`config.mk`:
```
export PLATFORM = sky130hd
export DESIGN_NAME = vvt_project
export DESIGN_NICKNAME = d
export VERILOG_FILES = /design/src/sv/vvt_pkg.sv /design/src/sv/vvt_project.sv
export SDC_FILE = /design/constraint.sdc
export NUM_CORES = 1
export LEC_CHECK = 0
export BUFFER_PORTS_ARGS = -buffer_cell sky130_fd_sc_hd__buf_2
export CORE_ASPECT_RATIO = 0.75
export CORE_MARGIN = 2
export CORE_UTILIZATION = 45
export CTS_CLUSTER_SIZE = 12
export DETAILED_ROUTE_END_ITERATION = 8
export PLACE_DENSITY_LB_ADDON = 0.05
export SYNTH_ARGS = -nofsm -noshare
export SYNTH_HDL_FRONTEND = slang
export SYNTH_SLANG_ARGS = --single-unit
```
`constraint.sdc`:
```
create_clock -name clk -period 10.3 [get_ports clk]
set_clock_uncertainty 0.2 [all_clocks]
set_input_delay 1.545 -clock clk [delete_from_list [all_inputs] [get_ports clk]]
set_output_delay 1.545 -clock clk [all_outputs]
set_load 0.03 [all_outputs]
```
`src/sv/vvt_pkg.sv`:
```
// Shared constants, types and helpers of the vertex view transform block.
// Depends on nothing; used by every RTL module of the block.
package vvt_pkg;

  localparam int SCREEN_WIDTH_DEF  = 720;
  localparam int SCREEN_HEIGHT_DEF = 720;
  localparam int FRAC_BITS_DEF     = 16;
  localparam int SCALE_FRAC        = 16;
  localparam int TRIG_FRAC         = 14;
  localparam int QUOT_BITS         = 41;
  localparam logic [QUOT_BITS-1:0] QUOT_CAP = QUOT_BITS'(1) << (QUOT_BITS - 1);

  localparam int IDX_W = 3;
  localparam logic [IDX_W-1:0] REG_CAM_OFF_X  = 3'd0;
  localparam logic [IDX_W-1:0] REG_CAM_OFF_Y  = 3'd1;
  localparam logic [IDX_W-1:0] REG_CAM_OFF_Z  = 3'd2;
  localparam logic [IDX_W-1:0] REG_PITCH      = 3'd3;
  localparam logic [IDX_W-1:0] REG_YAW        = 3'd4;
  localparam logic [IDX_W-1:0] REG_ROLL       = 3'd5;
  localparam logic [IDX_W-1:0] REG_PROJ_SCALE = 3'd6;

  localparam logic [31:0] ANGLE_RESET = 32'h4000_0000;
  localparam logic [30:0] SCALE_RESET = 31'd158217;

  // Per-item data that rides alongside the quotient pipeline.
  typedef struct packed {
    logic        front;
    logic [31:0] depth;
    logic        neg_x;
    logic        neg_y;
  } sb_t;

  function automatic logic signed [31:0] sat_to_32(input logic signed [63:0] v);
    logic signed [31:0] r;
    if (v > 64'sh0000_0000_7FFF_FFFF) begin
      r = 32'sh7FFF_FFFF;
    end else if (v < -64'sh0000_0000_8000_0000) begin
      r = -32'sh8000_0000;
    end else begin
      r = v[31:0];
    end
    return r;
  endfunction

endpackage

```
`src/sv/vvt_project.sv`:
```
// Screen mapping: quotient times half the screen size, centered and saturated.
// Depends on vvt_pkg.
module vvt_project #(
  parameter int SCREEN_WIDTH  = vvt_pkg::SCREEN_WIDTH_DEF,
  parameter int SCREEN_HEIGHT = vvt_pkg::SCREEN_HEIGHT_DEF,
  parameter int FRAC_BITS     = vvt_pkg::FRAC_BITS_DEF
) (
  input  logic                          clk,
  input  logic                          rst,
  input  logic                          en,
  input  logic                          in_valid,
  input  logic [vvt_pkg::QUOT_BITS-1:0] quot_x,
  input  logic [vvt_pkg::QUOT_BITS-1:0] quot_y,
  input  vvt_pkg::sb_t                  sb_in,
  output logic                          out_valid,
  output logic                          in_front,
  output logic signed [31:0]            view_depth,
  output logic signed [31:0]            screen_x,
  output logic signed [31:0]            screen_y
);
  localparam int QB  = vvt_pkg::QUOT_BITS;
  localparam int WW  = $clog2(SCREEN_WIDTH + 1);
  localparam int HW  = $clog2(SCREEN_HEIGHT + 1);
  localparam int MW  = QB + ((WW > HW) ? WW : HW);
  localparam int SW  = MW + 2;
  localparam logic signed [SW-1:0] HALF_W = SW'((64'(SCREEN_WIDTH) << FRAC_BITS) >> 1);
  localparam logic signed [SW-1:0] HALF_H = SW'((64'(SCREEN_HEIGHT) << FRAC_BITS) >> 1);

  logic [MW-1:0] prod_x, prod_y;
  vvt_pkg::sb_t  sb_p;
  logic          v_p;
  logic signed [SW-1:0] mag_x, mag_y, pos_x, pos_y;

  always_ff @(posedge clk) begin
    if (rst) begin
      v_p       <= 1'b0;
      out_valid <= 1'b0;
    end else if (en) begin
      v_p       <= in_valid;
      out_valid <= v_p;
    end
  end

  assign mag_x = SW'(prod_x >> 1);
  assign mag_y = SW'(prod_y >> 1);
  assign pos_x = sb_p.neg_x ? HALF_W + mag_x : HALF_W - mag_x;
  assign pos_y = sb_p.neg_y ? HALF_H - mag_y : HALF_H + mag_y;

  always_ff @(posedge clk) begin
    if (en) begin
      prod_x     <= MW'(quot_x) * MW'(SCREEN_WIDTH);
      prod_y     <= MW'(quot_y) * MW'(SCREEN_HEIGHT);
      sb_p       <= sb_in;
      in_front   <= sb_p.front;
      view_depth <= sb_p.depth;
      screen_x   <= sb_p.front ? vvt_pkg::sat_to_32(64'(pos_x)) : 32'sd0;
      screen_y   <= sb_p.front ? vvt_pkg::sat_to_32(64'(pos_y)) : 32'sd0;
    end
  end

endmodule

```
==> flow_summary.toml <==
[synthesis]
synthArstFlopShare_pct = 0
synth-seq-cells = 224
syn_inst = 2039
synth-main-ff-cell = "edfxtp_1"
yosys.cell_types.count = 85
yosysWarnings = 0
ys_seq_area_share_pct = 32.5
syn_nets = 2495
syn_area_um2 = 20600
syn_avg_cell_area_um2 = 10.1
yosysTopAreaCellShare_pct = 32.3
yosysTopAreaCell = "edfxtp_1"
synth_edf_count = 222
yosys-top-cells-area = "edfxtp_1 (32%), fa_1 (13%), ha_1 (12%)"

[placement]
pre_cts_ws_ns = 3.77
dpl_cell_area_um2 = 22300
place_congestion = 0.869
dp.final_hpwl_mm = 38.3
dpl.cell_count = 2793
place.port_buffers = 218

[job]
cap_violations = 0

[clock_network]
clk_latency_ns = 0.55
cts_setup_buffers = 0
cts_tree = "built"
cts-root-buf = "clkbuf_16"
post_cts_resized = 0
cts.htree.levels = 1
numCtsBuffers = 26
cts_sinks = 224
hold_buffers = 0
clockBufferDepth = 3
clkSlewWorstSetupHoldPaths_ns = 0.06

[route]
avgViaCountPerCell = 5.47
firstDrtPassIters = 7
ant_nets = 0
drt_iter0_drc = 942
drt-total-wl_mm = 48.1
vias = 15549
wl_per_cell_um = 16.9
drc = 0

[worst_setup_path]
rr_startpoint = "prod_x[7]"
r2r-end = "screen_x[8]"
reg2reg_setup_slack_ns = 5.81
endpoint_kind = "flop"
crit_arrival_ns = 6.17
path_common_cell = "ha_1"
cp_max_fo = 5
crit_type = "in2reg"
crit_path_start_kind = "input port"
worstPathRequired_ns = 10.37
rr_worst_depth = 10
crit_family = "compound AO/OA/AOI/OAI gates"
cp_slowest_cell = "a2111oi_0"
slowest_delay_ns = 0.94
crit_chain = "buf_2 > ha_1 > inv_1 > fa_1 > inv_1 > ha_1 > xor2_1 > ha_1 > o21ai_0 > o21bai_1 > o21ai_0 > a2111oi_0 > o211ai_1 > a21oi_1 > o31a_1 > o211a_1 > o211ai_1"
worst-path-buf-inv = 3

[die]
io_pins = 219
rows = 67
die_y_um = 189
die_area_um2 = 47600
start_util_pct = 45.9
core_area_um2 = 44900
die_w_um = 251

[hold_path]
worstHoldStart = "sb_p[8]"
min_path_cells = 0
hold_class = "reg2reg"
worstHoldEndpoint = "view_depth[6]"

[grt]
antenna_found_initial = 0
grt_pass1_wl_mm = 79.4
grt_use_met1_pct = 32.2
grt_max_degree = 88
use_met2_pct = 29.5
grt_pass1_vias = 15083
met3_usage_pct = 3.26
grt-busiest-layer = "met1"
groute.usage.overall_pct = 20.3
grt_overflow = 0

[layout]
fillers = 4212
finalNetCount = 2691
finalNonFillerCells = 2841
final_core_util_pct = 51.4
area_delta_synth_final_pct = 12.0
antenna_cells = 0
drive_gt1_share_pct = 13.8
final_area_um2 = 23100

[pwr]
power_frac_comb_pct = 52.1
p_sw_share_pct = 43.0
net-switching-power_mw = 2.33
power.share.clock_pct = 16.8
sequentialPowerShare_pct = 31.1
p_total_mw = 5.41
p_leak_nw = 10.4
ir_worst_vdd_mv = 0.104
p_per_area_nw_per_um2 = 234
p_int_mw = 3.08

[sta]
final-max-slew-violation-count = 0
hold_slack_ns = 0.214
layout_setup_ws_ns = 4.20
slew_headroom_pct = 20.8
finalSetupViolCount = 0
worst_slew_pin_slew_ns = 1.17
min_period_ns = 6.10
fmax_mhz = 164
period_share_pct = 59.2
finalSetupTns_ns = 0
rsz0062_at_grt = "no"
report.final.hold_viol_count = 0

[status]
status = "finished clean"
final cells by class:
cell class | count | area, µm² | share of cell area, %
Tap cell | 586 | 733 | 3.17
Clock inverter | 12 | 131 | 0.569
Clock buffer | 36 | 698 | 3.02
Sequential cell | 224 | 6710 | 29.0
Timing Repair Buffer | 230 | 1190 | 5.15
Multi-Input combinational cell | 1403 | 12300 | 53.4
Inverter | 350 | 1310 | 5.69
per-layer routing:
metal | up-vias | wire [µm] | part of all wire (%)
met3 | 38 | 2950 | 6.1
met1 | 7478 | 24900 | 52
met5 | - | 0 | 0
li1 | 7626 | - | -
met4 | 0 | 586 | 1.2
met2 | 407 | 19700 | 41
worst register-to-register path: cells and delay by family, from the launching register on:
family | cells | cell delay, ns
DFF | 1 | 0.48
and+or+nand+nor | 6 | 2.06
AOI/OAI and AO/OA | 3 | 1.05
buffers and inverters | 1 | 0.42
synthesized netlist by cell type (all sizes together), types with 4 or more instances:
cell,instances
buf,22
nand3,32
nand4,22
nor4,23
a211oi,20
o211ai,9
a31o,4
or2,8
and4,7
mux2i,9
ha,205
or4,14
xor2,76
xnor2,111
o21ai,97
o21a,14
edfxtp,222
nor3,36
inv,350
clkbuf,40
a21boi,4
a21oi,109
a2111oi,5
o311ai,4
o31ai,47
o41ai,19
a211o,5
o31a,4
a31oi,27
and3,27
nor4b,5
or3,15
a221oi,5
a21o,54
nand2,66
fa,130
nand2b,11
o21bai,13
a41oi,13
and2,8
nor2b,8
nor2,92
worst max-delay path by stage:
stage | from | endpoint | slack, ns | depth (start not counted)
4_1_cts | quot_x[6] | prod_x[50] | 4.33 | 17
6_report | quot_x[6] | prod_x[50] | 4.20 | 17
3_5_place_dp | quot_x[6] | prod_x[50] | 3.77 | 17
2_1_floorplan | quot_x[6] | prod_x[45] | 4.17 | 16
5_1_grt | quot_x[8] | prod_x[50] | 3.89 | 17
3_3_place_gp | quot_x[6] | prod_x[50] | 3.70 | 17
power by group through the flow:
stage / Combinational (mW) / Clock, mW / Sequential [mW]
finish: 2.82 / 0.910 / 1.68
global route: 3.21 / 0.970 / 1.72
CTS: 2.84 / 0.937 / 1.68
detailed placement: 2.82 / 0 / 1.69
global placement: 2.81 / 0 / 1.69
floorplan: 2.17 / 0 / 1.64
placed cells by master (no fill, tap or decap), types with 72 or more instances in the layout:
master	instances
inv_1	349
edfxtp_1	222
buf_2	217
ha_1	205
fa_1	130
xnor2_1	111
a21oi_1	108
nor2_1	92
xor2_1	76
o21ai_0	72
registers in the layout (all words and copies together), names as in the netlist:
register and flops:
prod_x 47, screen_x 30, prod_y 47, view_depth 32, out_valid 1, screen_y 30
in_front 1, sb_p 35, v_p 1
cell families after synthesis:
group,share of synthesized area (%)
compound gates,16.1
buf+inv,7.78
simple gates,10.1
fa+ha+maj,25.0
flops,32.5
xor+xnor,7.94
mux,0.491
No activity file was read; power rests on OpenSTA's default activity.
